`config.mk`:
```
export PLATFORM = sky130hd
export DESIGN_NAME = calendar_datetime_adder
export DESIGN_NICKNAME = d
export VERILOG_FILES = /design/src/rtl/cdta_pkg.sv /design/src/rtl/cdta_div.sv /design/src/rtl/calendar_datetime_adder.sv
export SDC_FILE = /design/constraint.sdc
export NUM_CORES = 2
export LEC_CHECK = 0
export BUFFER_PORTS_ARGS = -buffer_cell sky130_fd_sc_hd__clkbuf_2
export CAP_MARGIN = 40
export CORE_MARGIN = 2
export CORE_UTILIZATION = 30
export CTS_CLUSTER_DIAMETER = 120
export CTS_CLUSTER_SIZE = 8
export DETAILED_ROUTE_END_ITERATION = 10
export SLEW_MARGIN = 20
export SYNTH_ARGS = -nofsm -noshare
export SYNTH_HDL_FRONTEND = slang
export SYNTH_SLANG_ARGS = --single-unit
```
`constraint.sdc`:
```
create_clock -name clk -period 18.5 [get_ports clk]
set_clock_uncertainty 0.05 [all_clocks]
set_input_delay 0.925 -clock clk [delete_from_list [all_inputs] [get_ports clk]]
set_output_delay 0.925 -clock clk [all_outputs]
set_load 0.02 [all_outputs]
```
`src/rtl/cdta_pkg.sv`:
```
// Shared types, constants and calendar functions of the calendar date-time adder.
// Used by cdta_div and calendar_datetime_adder; depends on nothing else.
package cdta_pkg;

	localparam int unsigned AmountW   = 32;
	localparam int unsigned DivisorW  = 17;
	localparam int unsigned QuoW      = 16;
	localparam int unsigned RecipW    = 26;
	localparam int unsigned JdW       = 24;

	localparam logic [JdW-1:0] JdOffset = 24'd1721060;
	localparam logic [JdW-1:0] JdLow    = 24'd1721425;
	localparam logic [JdW-1:0] JdHigh   = 24'd2843085;
	localparam logic [31:0] SecLimit    = 32'h7fff_ffff - 32'd61;
	localparam logic [31:0] DayLimit    = 32'd3659634;
	localparam logic [13:0] FirstBadYear = 14'd1582;
	localparam logic [13:0] MaxYear     = 14'd9999;

	localparam logic [DivisorW-1:0] SecPerDay  = 17'd86400;
	localparam logic [DivisorW-1:0] SecPerHour = 17'd3600;
	localparam logic [DivisorW-1:0] SecPerMin  = 17'd60;
	localparam logic [DivisorW-1:0] DaysYearEst = 17'd366;
	localparam logic [DivisorW-1:0] DaysMonthEst = 17'd31;

	// Rounded-up reciprocals of the odd parts of the divisors above:
	// 675 scaled by 2^35, 225 by 2^21, 15 by 2^14, 183 by 2^28 and 31 by 2^14.
	// Each is exact over the operand range that reaches it.
	localparam logic [RecipW-1:0] RecipDay   = 26'd50903317;
	localparam logic [RecipW-1:0] RecipHour  = 26'd9321;
	localparam logic [RecipW-1:0] RecipMin   = 26'd1093;
	localparam logic [RecipW-1:0] RecipYear  = 26'd1466861;
	localparam logic [RecipW-1:0] RecipMonth = 26'd529;

	typedef enum logic [2:0] {
		DIV_DAY,
		DIV_HOUR,
		DIV_MIN,
		DIV_YEAR,
		DIV_MONTH
	} div_sel_t;

	typedef enum logic [4:0] {
		ST_IDLE,
		ST_SEC_SUM,
		ST_DAY_GO,
		ST_DAY_WT,
		ST_HR_GO,
		ST_HR_WT,
		ST_MN_GO,
		ST_MN_WT,
		ST_JD_IN,
		ST_RANGE,
		ST_YDIV_WT,
		ST_YJD,
		ST_YCMP,
		ST_MDIV_WT,
		ST_MJD,
		ST_MCMP,
		ST_FIN,
		ST_OUT
	} state_t;

	// Quotient by 100 through a reciprocal; exact for years up to 9999.
	function automatic logic [6:0] div100(input logic [13:0] y);
		logic [26:0] prod;
		begin
			prod = 27'(y) * 27'd5243;
			div100 = prod[25:19];
		end
	endfunction

	function automatic logic is_leap(input logic [13:0] y);
		logic [6:0] q;
		logic [13:0] r;
		begin
			q = div100(y);
			r = y - 14'(q) * 14'd100;
			is_leap = (y[1:0] == 2'd0) && ((r != 14'd0) || (q[1:0] == 2'd0));
		end
	endfunction

	function automatic logic [8:0] year_len(input logic [13:0] y);
		year_len = is_leap(y) ? 9'd366 : 9'd365;
	endfunction

	function automatic logic [4:0] month_len(input logic [13:0] y, input logic [3:0] m);
		begin
			case (m)
				4'd2: month_len = is_leap(y) ? 5'd29 : 5'd28;
				4'd4, 4'd6, 4'd9, 4'd11: month_len = 5'd30;
				default: month_len = 5'd31;
			endcase
		end
	endfunction

	// Day number at noon of a Gregorian date.
	function automatic logic [JdW-1:0] jdn(input logic [13:0] y, input logic [3:0] m,
			input logic [4:0] d);
		logic [13:0] ym;
		logic [6:0] q;
		logic [8:0] sub;
		logic [2:0] corr;
		logic early;
		begin
			early = (m < 4'd3);
			if (early) begin
				// Year zero would step to minus one, whose quarter and century terms are zero.
				ym = (y == 14'd0) ? 14'd0 : y - 14'd1;
			end else begin
				ym = y;
			end
			q = div100(ym);
			sub = 9'((10'(q) + 10'd1) * 10'd3 >> 2);
			case (m)
				4'd3, 4'd4: corr = 3'd3;
				4'd5, 4'd6: corr = 3'd4;
				4'd7, 4'd8, 4'd9: corr = 3'd5;
				4'd10, 4'd11: corr = 3'd6;
				4'd12: corr = 3'd7;
				default: corr = 3'd0;
			endcase
			jdn = JdW'(y) * JdW'(365) + JdW'(m - 4'd1) * JdW'(31) + JdW'(d) + JdOffset
				+ JdW'(ym >> 2) - JdW'(sub) - JdW'(corr);
		end
	endfunction

endpackage

```
`src/rtl/cdta_div.sv`:
```
// Divider by one of a few constants: multiplies by a rounded-up reciprocal, then
// forms the remainder from the registered quotient. Depends on cdta_pkg.
module cdta_div (
	input  logic clk,
	input  logic arst_n,
	input  logic go,
	input  cdta_pkg::div_sel_t sel,
	input  logic [cdta_pkg::AmountW-1:0] dividend,
	output logic done,
	output logic [cdta_pkg::QuoW-1:0] quotient,
	output logic [cdta_pkg::DivisorW-1:0] remainder
);

	logic ph1_q;
	logic ph2_q;
	logic done_q;
	cdta_pkg::div_sel_t sel_q;
	logic [cdta_pkg::AmountW-1:0] dvd_q;
	logic [cdta_pkg::QuoW-1:0] quo_q;
	logic [cdta_pkg::DivisorW-1:0] rem_q;
	logic [24:0] xs;
	logic [cdta_pkg::RecipW-1:0] recip;
	logic [50:0] prod;
	logic [cdta_pkg::QuoW-1:0] quo_val;
	logic [cdta_pkg::DivisorW-1:0] dsr;
	logic [cdta_pkg::AmountW-1:0] back;

	// The power-of-two factor of each divisor is shifted off first, so the
	// multiplier only sees the odd part.
	always_comb begin
		case (sel_q)
			cdta_pkg::DIV_DAY: begin
				xs = 25'(dvd_q >> 7);
				recip = cdta_pkg::RecipDay;
				dsr = cdta_pkg::SecPerDay;
			end
			cdta_pkg::DIV_HOUR: begin
				xs = 25'(dvd_q >> 4);
				recip = cdta_pkg::RecipHour;
				dsr = cdta_pkg::SecPerHour;
			end
			cdta_pkg::DIV_MIN: begin
				xs = 25'(dvd_q >> 2);
				recip = cdta_pkg::RecipMin;
				dsr = cdta_pkg::SecPerMin;
			end
			cdta_pkg::DIV_YEAR: begin
				xs = 25'(dvd_q >> 1);
				recip = cdta_pkg::RecipYear;
				dsr = cdta_pkg::DaysYearEst;
			end
			default: begin
				xs = 25'(dvd_q);
				recip = cdta_pkg::RecipMonth;
				dsr = cdta_pkg::DaysMonthEst;
			end
		endcase
		prod = 51'(xs) * 51'(recip);
		case (sel_q)
			cdta_pkg::DIV_DAY: quo_val = cdta_pkg::QuoW'(prod >> 35);
			cdta_pkg::DIV_HOUR: quo_val = cdta_pkg::QuoW'(prod >> 21);
			cdta_pkg::DIV_MIN: quo_val = cdta_pkg::QuoW'(prod >> 14);
			cdta_pkg::DIV_YEAR: quo_val = cdta_pkg::QuoW'(prod >> 28);
			default: quo_val = cdta_pkg::QuoW'(prod >> 14);
		endcase
		back = dvd_q - cdta_pkg::AmountW'(quo_q) * cdta_pkg::AmountW'(dsr);
	end

	always_ff @(posedge clk or negedge arst_n) begin
		if (!arst_n) begin
			ph1_q <= 1'b0;
			ph2_q <= 1'b0;
			done_q <= 1'b0;
		end else begin
			ph1_q <= go;
			ph2_q <= ph1_q;
			done_q <= ph2_q;
		end
	end

	always_ff @(posedge clk) begin
		if (go) begin
			dvd_q <= dividend;
			sel_q <= sel;
		end
		if (ph1_q) quo_q <= quo_val;
		if (ph2_q) rem_q <= cdta_pkg::DivisorW'(back);
	end

	assign done = done_q;
	assign quotient = quo_q;
	assign remainder = rem_q;

	a_go_idle: assert property (@(posedge clk) disable iff (!arst_n)
		go |-> !ph1_q && !ph2_q)
		else $error("divider started while running");
	a_done_end: assert property (@(posedge clk) disable iff (!arst_n)
		done |-> $past(ph2_q))
		else $error("divider done without a finished run");
	a_rem_lt: assert property (@(posedge clk) disable iff (!arst_n)
		done |-> remainder < dsr)
		else $error("divider remainder not below divisor");

endmodule

```
`src/rtl/calendar_datetime_adder.sv`:
```
// Calendar date-time adder: adds seconds or days to a Gregorian date-time.
// Depends on cdta_pkg and cdta_div.
//
// Usage: present func, amount and the in_* fields and raise start while busy
// is low; that beat is taken at the clock edge. busy then stays high until the
// result has been shown. The result appears for exactly one cycle with done
// high; status 1 marks an invalid input or a date out of range, and then all
// other result fields are zero. The receiver cannot hold a result off.
// An invalid input shows its result in the cycle right after the accepting
// edge. A day number outside the window is reported after the range check
// in both modes. Every division is by a constant and goes through one shared
// reciprocal divider: whole days, hours and minutes in seconds mode, then the
// year and month estimates. Each step of the year search passes ST_YJD and
// ST_YCMP, each step of the month search ST_MJD and ST_MCMP; each step is one
// pass through the day-number unit. One item is in work at a time and the
// next beat can be taken once the result has been shown.
// Reset returns the sequencer to idle; no result is pending after it.
module calendar_datetime_adder (
	input  logic clk,
	input  logic arst_n,
	input  logic start,
	output logic busy,
	input  logic func,
	input  logic signed [31:0] amount,
	input  logic [13:0] in_year,
	input  logic [6:0] in_month,
	input  logic [6:0] in_day,
	input  logic [6:0] in_hour,
	input  logic [6:0] in_minute,
	input  logic [6:0] in_second,
	output logic done,
	output logic status,
	output logic [13:0] out_year,
	output logic [3:0] out_month,
	output logic [4:0] out_day,
	output logic [4:0] out_hour,
	output logic [5:0] out_minute,
	output logic [5:0] out_second
);

	cdta_pkg::state_t state_q, state_d;

	logic ok_q;
	logic func_q;
	logic [31:0] tot_q;
	logic [21:0] nd_q;
	logic [13:0] iy_q;
	logic [3:0] im_q;
	logic [4:0] id_q;
	logic [4:0] hour_q;
	logic [5:0] min_q;
	logic [5:0] sec_q;
	logic [cdta_pkg::JdW-1:0] n_q;
	logic [cdta_pkg::JdW-1:0] jd_q;
	logic [13:0] y_q;
	logic [3:0] m_q;
	logic [5:0] d_q;

	logic bad_in;
	logic take;
	logic in_window;
	logic [cdta_pkg::JdW-1:0] jd_val;
	logic signed [cdta_pkg::JdW:0] delta;
	logic [4:0] mlen;

	logic div_go;
	logic [31:0] div_dvd;
	cdta_pkg::div_sel_t div_sel;
	logic div_done;
	logic [cdta_pkg::QuoW-1:0] div_quo;
	logic [cdta_pkg::DivisorW-1:0] div_rem;

	assign take = start && !busy;

	always_comb begin
		bad_in = amount[31]
			|| (!func && $unsigned(amount) >= cdta_pkg::SecLimit)
			|| (func && $unsigned(amount) >= cdta_pkg::DayLimit)
			|| (in_year <= cdta_pkg::FirstBadYear) || (in_year > cdta_pkg::MaxYear)
			|| (in_month < 7'd1) || (in_month > 7'd12)
			|| (in_day < 7'd1) || (in_day > 7'd31)
			|| (in_hour > 7'd23) || (in_minute > 7'd59) || (in_second > 7'd60);
	end

	// Day-number unit, shared by the input date and both searches.
	always_comb begin
		case (state_q)
			cdta_pkg::ST_JD_IN: jd_val = cdta_pkg::jdn(iy_q, im_q, id_q);
			cdta_pkg::ST_YJD: jd_val = cdta_pkg::jdn(y_q, 4'd1, 5'd1);
			default: jd_val = cdta_pkg::jdn(y_q, m_q, 5'd1);
		endcase
		delta = $signed({1'b0, n_q}) - $signed({1'b0, jd_q});
		mlen = cdta_pkg::month_len(y_q, m_q);
		in_window = (n_q >= cdta_pkg::JdLow) && (n_q <= cdta_pkg::JdHigh);
	end

	always_comb begin
		state_d = state_q;
		case (state_q)
			cdta_pkg::ST_IDLE: begin
				if (take) begin
					if (bad_in) state_d = cdta_pkg::ST_OUT;
					else if (!func) state_d = cdta_pkg::ST_SEC_SUM;
					else state_d = cdta_pkg::ST_JD_IN;
				end
			end
			cdta_pkg::ST_SEC_SUM: state_d = cdta_pkg::ST_DAY_GO;
			cdta_pkg::ST_DAY_GO: state_d = cdta_pkg::ST_DAY_WT;
			cdta_pkg::ST_DAY_WT: if (div_done) state_d = cdta_pkg::ST_HR_GO;
			cdta_pkg::ST_HR_GO: state_d = cdta_pkg::ST_HR_WT;
			cdta_pkg::ST_HR_WT: if (div_done) state_d = cdta_pkg::ST_MN_GO;
			cdta_pkg::ST_MN_GO: state_d = cdta_pkg::ST_MN_WT;
			cdta_pkg::ST_MN_WT: if (div_done) state_d = cdta_pkg::ST_JD_IN;
			cdta_pkg::ST_JD_IN: state_d = cdta_pkg::ST_RANGE;
			cdta_pkg::ST_RANGE: state_d = in_window ? cdta_pkg::ST_YDIV_WT : cdta_pkg::ST_OUT;
			cdta_pkg::ST_YDIV_WT: if (div_done) state_d = cdta_pkg::ST_YJD;
			cdta_pkg::ST_YJD: state_d = cdta_pkg::ST_YCMP;
			cdta_pkg::ST_YCMP: begin
				if (delta > $signed({16'd0, cdta_pkg::year_len(y_q)})) state_d = cdta_pkg::ST_YJD;
				else state_d = cdta_pkg::ST_MDIV_WT;
			end
			cdta_pkg::ST_MDIV_WT: if (div_done) state_d = cdta_pkg::ST_MJD;
			cdta_pkg::ST_MJD: state_d = cdta_pkg::ST_MCMP;
			cdta_pkg::ST_MCMP: begin
				if (delta > $signed({20'd0, mlen})) state_d = cdta_pkg::ST_MJD;
				else state_d = cdta_pkg::ST_FIN;
			end
			cdta_pkg::ST_FIN: state_d = cdta_pkg::ST_OUT;
			cdta_pkg::ST_OUT: state_d = cdta_pkg::ST_IDLE;
			default: state_d = cdta_pkg::ST_IDLE;
		endcase
	end

	always_comb begin
		busy = (state_q != cdta_pkg::ST_IDLE);
		done = (state_q == cdta_pkg::ST_OUT);
		div_go = 1'b0;
		div_dvd = tot_q;
		div_sel = cdta_pkg::DIV_DAY;
		case (state_q)
			cdta_pkg::ST_DAY_GO: div_go = 1'b1;
			cdta_pkg::ST_HR_GO: begin
				div_go = 1'b1;
				div_sel = cdta_pkg::DIV_HOUR;
			end
			cdta_pkg::ST_MN_GO: begin
				div_go = 1'b1;
				div_sel = cdta_pkg::DIV_MIN;
			end
			cdta_pkg::ST_RANGE: begin
				div_go = in_window;
				div_dvd = 32'(n_q - cdta_pkg::JdOffset);
				div_sel = cdta_pkg::DIV_YEAR;
			end
			cdta_pkg::ST_YCMP: begin
				div_go = !(delta > $signed({16'd0, cdta_pkg::year_len(y_q)}));
				div_dvd = 32'(delta[8:0]);
				div_sel = cdta_pkg::DIV_MONTH;
			end
			default: div_go = 1'b0;
		endcase
	end

	cdta_div u_div (
		.clk(clk),
		.arst_n(arst_n),
		.go(div_go),
		.sel(div_sel),
		.dividend(div_dvd),
		.done(div_done),
		.quotient(div_quo),
		.remainder(div_rem)
	);

	always_ff @(posedge clk or negedge arst_n) begin
		if (!arst_n) begin
			state_q <= cdta_pkg::ST_IDLE;
		end else begin
			state_q <= state_d;
		end
	end

	always_ff @(posedge clk) begin
		case (state_q)
			cdta_pkg::ST_IDLE: begin
				if (take) begin
					ok_q <= !bad_in;
					func_q <= func;
					iy_q <= in_year;
					im_q <= in_month[3:0];
					id_q <= in_day[4:0];
					hour_q <= in_hour[4:0];
					min_q <= in_minute[5:0];
					sec_q <= in_second[5:0];
					nd_q <= amount[21:0];
					tot_q <= $unsigned(amount);
				end
			end
			cdta_pkg::ST_SEC_SUM: begin
				// Seconds, minutes and hours fold into one count before the carries.
				tot_q <= tot_q + 32'(sec_q) + 32'(min_q) * 32'd60
					+ 32'(hour_q) * 32'd3600;
			end
			cdta_pkg::ST_DAY_WT: begin
				if (div_done) begin
					nd_q <= 22'(div_quo);
					tot_q <= 32'(div_rem);
				end
			end
			cdta_pkg::ST_HR_WT: begin
				if (div_done) begin
					hour_q <= div_quo[4:0];
					tot_q <= 32'(div_rem);
				end
			end
			cdta_pkg::ST_MN_WT: begin
				if (div_done) begin
					min_q <= div_quo[5:0];
					sec_q <= div_rem[5:0];
				end
			end
			cdta_pkg::ST_JD_IN: n_q <= jd_val + cdta_pkg::JdW'(nd_q);
			cdta_pkg::ST_RANGE: if (!in_window) ok_q <= 1'b0;
			cdta_pkg::ST_YDIV_WT: if (div_done) y_q <= div_quo[13:0];
			cdta_pkg::ST_YJD, cdta_pkg::ST_MJD: jd_q <= jd_val;
			cdta_pkg::ST_YCMP: begin
				if (delta > $signed({16'd0, cdta_pkg::year_len(y_q)})) y_q <= y_q + 14'd1;
			end
			cdta_pkg::ST_MDIV_WT: if (div_done) m_q <= div_quo[3:0] + 4'd1;
			cdta_pkg::ST_MCMP: begin
				if (delta > $signed({20'd0, mlen})) begin
					if (m_q == 4'd12) begin
						m_q <= 4'd1;
						y_q <= y_q + 14'd1;
					end else begin
						m_q <= m_q + 4'd1;
					end
				end else begin
					// The day can reach 32 here, so it keeps a sixth bit until the fix-up.
					d_q <= delta[5:0] + 6'd1;
				end
			end
			cdta_pkg::ST_FIN: begin
				// A day one past the month end moves to the first of the next month.
				if (d_q > {1'b0, mlen}) begin
					d_q <= 6'd1;
					if (m_q == 4'd12) begin
						m_q <= 4'd1;
						y_q <= y_q + 14'd1;
						if (y_q + 14'd1 > cdta_pkg::MaxYear) ok_q <= 1'b0;
					end else begin
						m_q <= m_q + 4'd1;
					end
				end else if (y_q > cdta_pkg::MaxYear) begin
					ok_q <= 1'b0;
				end
			end
			default: ok_q <= ok_q;
		endcase
	end

	always_comb begin
		status = !ok_q;
		out_year = ok_q ? y_q : 14'd0;
		out_month = ok_q ? m_q : 4'd0;
		out_day = ok_q ? d_q[4:0] : 5'd0;
		out_hour = ok_q ? hour_q : 5'd0;
		out_minute = ok_q ? min_q : 6'd0;
		out_second = ok_q ? sec_q : 6'd0;
	end

	a_take_busy: assert property (@(posedge clk) disable iff (!arst_n) take |=> busy)
		else $error("accepted beat did not raise busy");
	a_done_one: assert property (@(posedge clk) disable iff (!arst_n) done |=> !done)
		else $error("result strobe longer than one cycle");
	a_err_zero: assert property (@(posedge clk) disable iff (!arst_n)
		(done && status) |-> (out_year == 14'd0) && (out_month == 4'd0))
		else $error("error result carries a date");
	a_ok_month: assert property (@(posedge clk) disable iff (!arst_n)
		(done && !status) |-> (out_month >= 4'd1) && (out_month <= 4'd12)
			&& (out_day >= 5'd1))
		else $error("valid result with month or day out of range");
	a_mode_kept: assert property (@(posedge clk) disable iff (!arst_n)
		(busy && !$past(take) && !done) |-> $stable(func_q))
		else $error("mode changed during an item");

endmodule

```
== After elaboration in Yosys (flattened, before gate mapping) ==
Memory sizes are Yosys's and may differ from the RTL's. A register that Yosys moved wholly into a read port is not among the register bits.
Cells that the tools add are included.

* Register bits: 243
* Latch bits: 0
* Bits in writable memories: 0
* Memory bits (read-only): 96
* Bits of input ports: 85
* Output and inout bits: 43
* Word-level logic and storage cells: 267
* Memories kept: 2

{| class="wikitable"
|+ Memory list
! name !! words !! bits a word !! read ports !! clocked after memory_dff !! wr ports !! RTL line !! source
|-
| (no name shown) || 16 || 3 || 1 || 1 || 0 || cdta_pkg.sv:114 || <nowiki>case (m)</nowiki>
|-
| (no name shown) || 16 || 3 || 1 || 1 || 0 || cdta_pkg.sv:114 ||
|}

* $add $sub $neg: 36
* Multiply operators: 16
* Div/mod/pow operators: 0
* $lt $le $gt $ge: 20
* Equality and inequality tests: 41
* Shift operators: 0
* Muxes and demuxes: 77
* Bitwise gates (word level): 0
* Reduce and logical (&&, ||, !) cells: 53

{| class="wikitable"
|+ Operators with widths
! kind !! number
|-
| two-way mux 14 bit || 13
|-
| multiplier 14 x 13 -> 26 bit (second input constant) || 4
|-
| one-hot mux 26 bit (4 select lines) || 1
|-
| one-hot mux 25 bit (4 select lines) || 1
|-
| one-hot mux 32 bit (3 select lines) || 1
|-
| one-hot mux 5 bit (17 select lines) || 1
|-
| adder 24 x 12 -> 24 bit || 3
|-
| adder 24 x 21 -> 24 bit (second input constant) || 3
|-
| subtractor 24 x 3 -> 24 bit || 3
|-
| subtractor 24 x 8 -> 24 bit || 3
|-
| one-hot mux 17 bit (4 select lines) || 1
|-
| two-way mux 5 bit || 13
|-
| two-way mux 32 bit || 2
|-
| one-hot mux 32 bit (2 select lines) || 1
|-
| one-hot mux 14 bit (4 select lines) || 1
|-
| multiplier 25 x 26 -> 51 bit || 1
|-
| adder 23 x 24 -> 24 bit || 2
|-
| two-way mux 6 bit || 8
|-
| one-hot mux 16 bit (3 select lines) || 1
|-
| one-hot mux 24 bit (2 select lines) || 1
|-
| multiplier 14 x 9 -> 23 bit (second input constant) || 2
|-
| two-way mux 22 bit || 2
|-
| one-hot mux 22 bit (2 select lines) || 1
|-
| greater-than comparator 14 bit (second input constant) || 3
|-
| 79 further kinds || 171
|}

== Logic depth before layout (Yosys ltp) ==
* Depth after elaboration: 16
* Gate-level depth with buffers: 69
* Mapped depth without buffers: 69

== By module ==
A second synthesis with hierarchy kept.

* Cell total of the unflattened synthesis: 7221
* Area, all modules: 66927.9 µm²

{| class="wikitable"
|+ By module, submodules not included
! module !! instances !! cells an instance !! area an instance (µm²)
|-
| calendar_datetime_adder || 1 || 4527 || 41706.2
|-
| cdta_div || 1 || 2694 || 25221.7
|}

== Least setup slack after synthesis ==
Ideal clock, no wire load.

* Path kind: register to register
* From: register im_q[0]
* To: register n_q[22] (netlist name), data pin
* Setup time: 0.266 ns
* Data arrival time: 14.156 ns
* Required time: 18.184 ns
* Slack: 4.029 ns
* Cell stages (with the launch flop): 64
* Path buffers: 3
* Clock period less this slack: 14.471 ns
* Cells stage by stage: edfxtp_1 > ha_1 > or3_1 > clkbuf_1 > nor2_1 > and4_1 > clkbuf_1 > clkbuf_1 > a21o_1 > inv_1 > ha_1 > fa_1 > fa_1 > ha_1 > inv_1 > fa_1 > inv_1 > ha_1 > [28 not listed] > or3_1 > o31a_1 > nand3_1 > nand2_1 > a21o_1 > a21oi_1 > o21ai_0 > xor2_1 > a22oi_1 > o21ai_0 > ha_1 > or3_1 > o211a_1 > o21a_1 > o21ai_0 > a211o_1 > o21ai_0 > xor2_1

* Word-level cells in the longest chain between the ends: 10
* Elaborated cells between the ends (all ways): 16

{| class="wikitable"
|+ RTL lines
! item !! RTL line !! source
|-
| from (decl) || calendar_datetime_adder.sv:48 || <nowiki>logic [3:0] im_q;</nowiki>
|-
| from (signal assigned) || calendar_datetime_adder.sv:190 || <nowiki>im_q <= in_month[3:0];</nowiki>
|-
| subtractor 4 x 1 -> 5 bit / less-than comparator 4 x 2 -> 1 bit (equally long branches) || cdta_pkg.sv:122, cdta_pkg.sv:105 ||
|-
| multiplier 5 x 6 -> 11 bit / two-way mux 14 bit (equally long branches) || cdta_pkg.sv:122, cdta_pkg.sv:106 ||
|-
| adder 23 x 24 -> 24 bit / two-way mux 14 bit (equally long branches) || cdta_pkg.sv:122, calendar_datetime_adder.sv:87 ||
|-
| adder 24 x 5 -> 24 bit / multiplier 14 x 13 -> 26 bit (equally long branches) || cdta_pkg.sv:122, cdta_pkg.sv:67 ||
|-
| adder 24 x 21 -> 24 bit / adder 7 x 1 -> 8 bit (equally long branches) || cdta_pkg.sv:122, cdta_pkg.sv:113 ||
|-
| adder 24 x 12 -> 24 bit / multiplier 8 x 2 -> 10 bit (equally long branches) || cdta_pkg.sv:123, cdta_pkg.sv:113 ||
|-
| subtractor 24 x 8 -> 24 bit * || cdta_pkg.sv:123 || <nowiki>+ JdW'(ym >> 2) - JdW'(sub) - JdW'(corr);</nowiki>
|-
| subtractor 24 x 3 -> 24 bit * || cdta_pkg.sv:123 ||
|-
| one-hot mux 24 bit (2 select lines) * || calendar_datetime_adder.sv:87 || <nowiki>case (state_q)</nowiki>
|-
| net jd_val (one bit) || calendar_datetime_adder.sv:62 || <nowiki>logic [cdta_pkg::JdW-1:0] jd_val;</nowiki>
|-
| adder 24 x 22 -> 24 bit * || calendar_datetime_adder.sv:222 || <nowiki>cdta_pkg::ST_JD_IN: n_q <= jd_val + cdta_pkg::JdW'(nd_q);</nowiki>
|-
| to (signal assigned) || calendar_datetime_adder.sv:222 ||
|-
| to (decl) || calendar_datetime_adder.sv:53 || <nowiki>logic [cdta_pkg::JdW-1:0] n_q;</nowiki>
|}

Mark *: on every way through the listed nets, which the timed path passes. The rest lies on a longest branch. The select of a mux whose other input is x is not followed.
A chain may end at the register's enable or synchronous reset.

== Worst setup path after layout ==
* From: register iy_q[1]
* To: register n_q[22] (netlist name), data pin

* Word-level cells in the longest chain between the ends: 11
* Elaborated cells between the ends (all ways): 17

{| class="wikitable"
|+ RTL lines
! item !! RTL line !! source
|-
| from (decl) || calendar_datetime_adder.sv:47 || <nowiki>logic [13:0] iy_q;</nowiki>
|-
| from (signal assigned) || calendar_datetime_adder.sv:189 || <nowiki>iy_q <= in_year;</nowiki>
|-
| branches (longest 7 deep; another with adder 23 x 24 -> 24 bit) || - ||
|-
| subtractor 24 x 8 -> 24 bit * || cdta_pkg.sv:123 ||
|-
| subtractor 24 x 3 -> 24 bit * || cdta_pkg.sv:123 ||
|-
| one-hot mux 24 bit (2 select lines) * || calendar_datetime_adder.sv:87 ||
|-
| net jd_val (one bit) || calendar_datetime_adder.sv:62 ||
|-
| adder 24 x 22 -> 24 bit * || calendar_datetime_adder.sv:222 ||
|}

Mark *: on every way through the listed nets, which the timed path passes. The select of a mux whose other input is x is not followed.

==> impl_results.md <==
* Number of standard cells after synthesis at roughly 7000
* Total nets after synthesis at ~9300
* Number of synthesis warnings at 0
* Outcome: finished, final reports clean
* Post-synth top area cell: sky130_fd_sc_hd__fa_1
* Worst R2R Start: iy_q[1]
* Width of the chip at ~470 um
* Total buffers and inverters traversed by the critical path at 6
* Gr ovfl total at 0
* Insertion delay of the later-clocked pin in the worst-skew pair at roughly 0.6 ns
* I/O pin count at 128
* Hold/Removal Path Class: in2async
* NumNets Final at approximately 9400
* Final Max Tran Viols at 0
* Met2 Resource Use GR at approximately a third
* RD Place Congestion at just under 1
* Final hold vios at 0
* Mean post-synth cell area at between 9 and 10 sq um
* Initial Utilization at about 30%
* Synth cell types at ~100
* Drt initial violations at about 3500
* Share of the synthesized area in the top cell type at between 20% and 30%
* Detailed Place HPWL at around 180 mm
* Final total negative setup slack at 0 ns
* H-tree levels at 2
* Critical Path Fanout Max at 8
* Average vias per placed instance at between 4 and 5
* Global-route wire length before repair at approximately 310 mm
* Share of synthesized flip-flops with an asynchronous set or reset at around 3.2%
* Wirelength per Cell at around 20 um
* PostCTS Resize Cnt at 0
* Worst R2R Path Depth at between 60 and 70
* Die area at roughly 220000 sq um
* Post-synthesis register bit count at between 200 and 250
* Via count of the first global-routing pass at 52100
* Ranking of synthesized cells by area: sky130_fd_sc_hd__fa_1 30%, sky130_fd_sc_hd__ha_1 23%, sky130_fd_sc_hd__edfxtp_1 11%, sky130_fd_sc_hd__inv_1 9.7%, sky130_fd_sc_hd__xnor2_1 3.4%
* Number of setup buffers added after CTS at 0
* Critical path data arrival time at approximately 16 ns
* Slowest cell delay on critical path at approximately 0.64 ns
* Setup repair after global routing missed its margin: false
* Die Ht at 472 um
* CP top delay family: adder cells
* Maximum buffer depth of the clock tree at 3
* Flop-to-flop setup slack at about 2.5 ns
* Number of buffers added to fix hold violations after cts at 0
* CTS tree: yes
* Top_reg_cell synth: sky130_fd_sc_hd__edfxtp_1
* Total length of routed wires at about 200 mm
* Number of cell rows at around 170
* Crit Path Category: reg2reg
* Sink count of the clock tree at between 200 and 250
* Total track usage at a little under a fifth
* Relative max-transition margin at 40.1%
* Fraction of met1 tracks used by global routing at roughly 22%
* Vias at between 40000 and 50000
* Core Footprint at between 200000 and 250000 sq um
* Global-route met3 utilization at around 1.6%
* TritonCTS Buffers at 37
* Number of antenna violations at the first check in global routing at 8
* Shortest period the worst path allows at ~16 ns
* Count of input and output buffers at 127
* GRT busiest layer: met2
* Ratio of cells with drive above 1 in the final layout at roughly 5%
* Worst setup SP type: register
* Worst reg2reg endpoint: n_q[22]
* Antenna violation net count after detailed routing at 0
* Drt drc at 0
* Share of the clock period used by the worst path at between 80% and 90%
* Worst-path clk slew at approximately 0.060 ns
* Category of the worst setup path capture point: register
* Fillcell total at 22600
* Total of endpoints with negative setup slack in the final report at 0
* Clock tree root buffer cell: sky130_fd_sc_hd__clkbuf_16
* Proportion of synthesized chip area in sequential cells at between 10 and 15%
* Actual slew at the worst max-slew pin at a little under 0.9 ns
* Maximum achievable frequency at between 60 and 70 MHz
* Cell with the largest stage delay on the worst path: sky130_fd_sc_hd__nor2_1
* Largest net degree at the start of global routing at 55
* Signed area change from the synthesized netlist to the final layout at 8.43%
* Post-Synthesis Cell Area at about 66000 sq um
* DRT Pass-1 Iters at 7
* Worst EP required at about 19 ns
* Library cell appearing most often on the critical path: sky130_fd_sc_hd__ha_1
* Max-capacitance violation count at 0
* Number of enable-type register cells in the synthesized netlist at roughly 240
layout make-up:
type                            instances  area, sq um  share of cell area (%)
Sequential cell                       249         7380                    10.4
Inverter                             1701         6380                    8.96
Clock buffer                           59         1030                    1.45
Antenna cell                            2         5.00                 0.00702
Timing Repair Buffer                  204         1260                    1.77
Tap cell                             2854         3570                    5.01
Multi-Input combinational cell       4936        51600                    72.4
Clock inverter                          3         47.5                  0.0667
registers in the layout, indices dropped and copies added, names as in the netlist, 14 cells and up, named ones only:
signal,count
iy_q,14
jd_q,24
n_q,24
nd_q,22
tot_q,32
u_div.dvd_q,32
u_div.quotient,16
u_div.remainder,17
y_q,14
cells in the final DEF, fill, tap and decap left out, types with 12 or more instances in the layout:
| cell | instances |
|---|---|
| sky130_fd_sc_hd__mux2i_1 | 21 |
| sky130_fd_sc_hd__nand3_1 | 76 |
| sky130_fd_sc_hd__nor2b_1 | 50 |
| sky130_fd_sc_hd__o22ai_1 | 15 |
| sky130_fd_sc_hd__o21ai_0 | 194 |
| sky130_fd_sc_hd__nor4_1 | 21 |
| sky130_fd_sc_hd__clkbuf_2 | 127 |
| sky130_fd_sc_hd__a211o_1 | 14 |
| sky130_fd_sc_hd__mux2_2 | 37 |
| sky130_fd_sc_hd__o21ai_1 | 21 |
| sky130_fd_sc_hd__o21bai_1 | 36 |
| sky130_fd_sc_hd__a21boi_0 | 12 |
| sky130_fd_sc_hd__clkbuf_16 | 38 |
| sky130_fd_sc_hd__o211ai_1 | 18 |
| sky130_fd_sc_hd__o21a_1 | 31 |
| sky130_fd_sc_hd__nand4_1 | 36 |
| sky130_fd_sc_hd__a211oi_1 | 32 |
| sky130_fd_sc_hd__clkbuf_1 | 21 |
| sky130_fd_sc_hd__o31ai_1 | 17 |
| sky130_fd_sc_hd__a31oi_1 | 28 |
| sky130_fd_sc_hd__xnor2_1 | 257 |
| sky130_fd_sc_hd__or2_2 | 19 |
| sky130_fd_sc_hd__nor2_1 | 323 |
| sky130_fd_sc_hd__fa_1 | 984 |
| sky130_fd_sc_hd__and3_1 | 56 |
| sky130_fd_sc_hd__or3_1 | 21 |
| sky130_fd_sc_hd__a21o_1 | 104 |
| sky130_fd_sc_hd__inv_1 | 1697 |
| sky130_fd_sc_hd__nor3_1 | 73 |
| sky130_fd_sc_hd__o31a_1 | 15 |
| sky130_fd_sc_hd__a21oi_1 | 269 |
| sky130_fd_sc_hd__nand2_1 | 454 |
| sky130_fd_sc_hd__buf_4 | 65 |
| sky130_fd_sc_hd__ha_1 | 1210 |
| sky130_fd_sc_hd__a22oi_1 | 41 |
| sky130_fd_sc_hd__and2_1 | 78 |
| sky130_fd_sc_hd__nand2b_1 | 49 |
| sky130_fd_sc_hd__edfxtp_1 | 235 |
| sky130_fd_sc_hd__xor2_1 | 136 |
logic make-up after synthesis:
logic type | Yosys count | share of synthesized area [%]
AO/OA/AOI/OAI | 973 | 9.65
multiplexers | 58 | 0.954
buffers and inverters | 1820 | 10.4
adder cells (fa/ha/maj) | 2197 | 53.1
AND/OR/NAND/NOR | 1314 | 9.42
XOR/XNOR | 394 | 5.26
flip-flops | 249 | 11.2
how the worst max path moves through the flow:
stage                     startpoint  endpoint  slack [ns]  cells past startpoint
after floorplan              im_q[0]   n_q[22]        4.03                     63
final                        iy_q[1]   n_q[22]        2.48                     64
after CTS                    iy_q[0]   n_q[22]        2.50                     61
after global routing         iy_q[1]   n_q[23]        1.41                     61
after global placement       iy_q[0]   n_q[22]        2.80                     61
after detailed placement     iy_q[0]   n_q[22]        2.61                     61
per-stage QoR:
stage	instances	instance area (sq um)	utilization, %	worst slack [ns]	hold WS, ns
6_report	10000	71200	32.8	2.48	0.198
5_1_grt	10000	71200	32.8	1.41	0.198
4_1_cts	10000	71200	32.8	2.50	0.179
3_3_place_gp	9929	70000	32.2	2.80	0.501
2_1_floorplan	7005	65700	-	4.03	0.472
3_5_place_dp	9942	70100	32.3	2.61	0.513
Yosys cell counts (75+ instances only):
cell,number
sky130_fd_sc_hd__inv_1,1698
sky130_fd_sc_hd__ha_1,1210
sky130_fd_sc_hd__fa_1,984
sky130_fd_sc_hd__nand2_1,454
sky130_fd_sc_hd__nor2_1,329
sky130_fd_sc_hd__a21oi_1,269
sky130_fd_sc_hd__xnor2_1,257
sky130_fd_sc_hd__edfxtp_1,235
sky130_fd_sc_hd__o21ai_0,199
sky130_fd_sc_hd__xor2_1,136
sky130_fd_sc_hd__a21o_1,104
sky130_fd_sc_hd__clkbuf_1,103
sky130_fd_sc_hd__and2_1,77
sky130_fd_sc_hd__nand3_1,76
sky130_fd_sc_hd__nor3_1,75
routing by layer:
layer,wire length (um),up-vias
met5,0,-
met2,99400,1398
met1,81300,24500
met3,9880,347
met4,12300,0
li1,-,22800
Power is not shown: default switching activity piles up to over one toggle a cycle in this logic, so the estimate is an artifact.
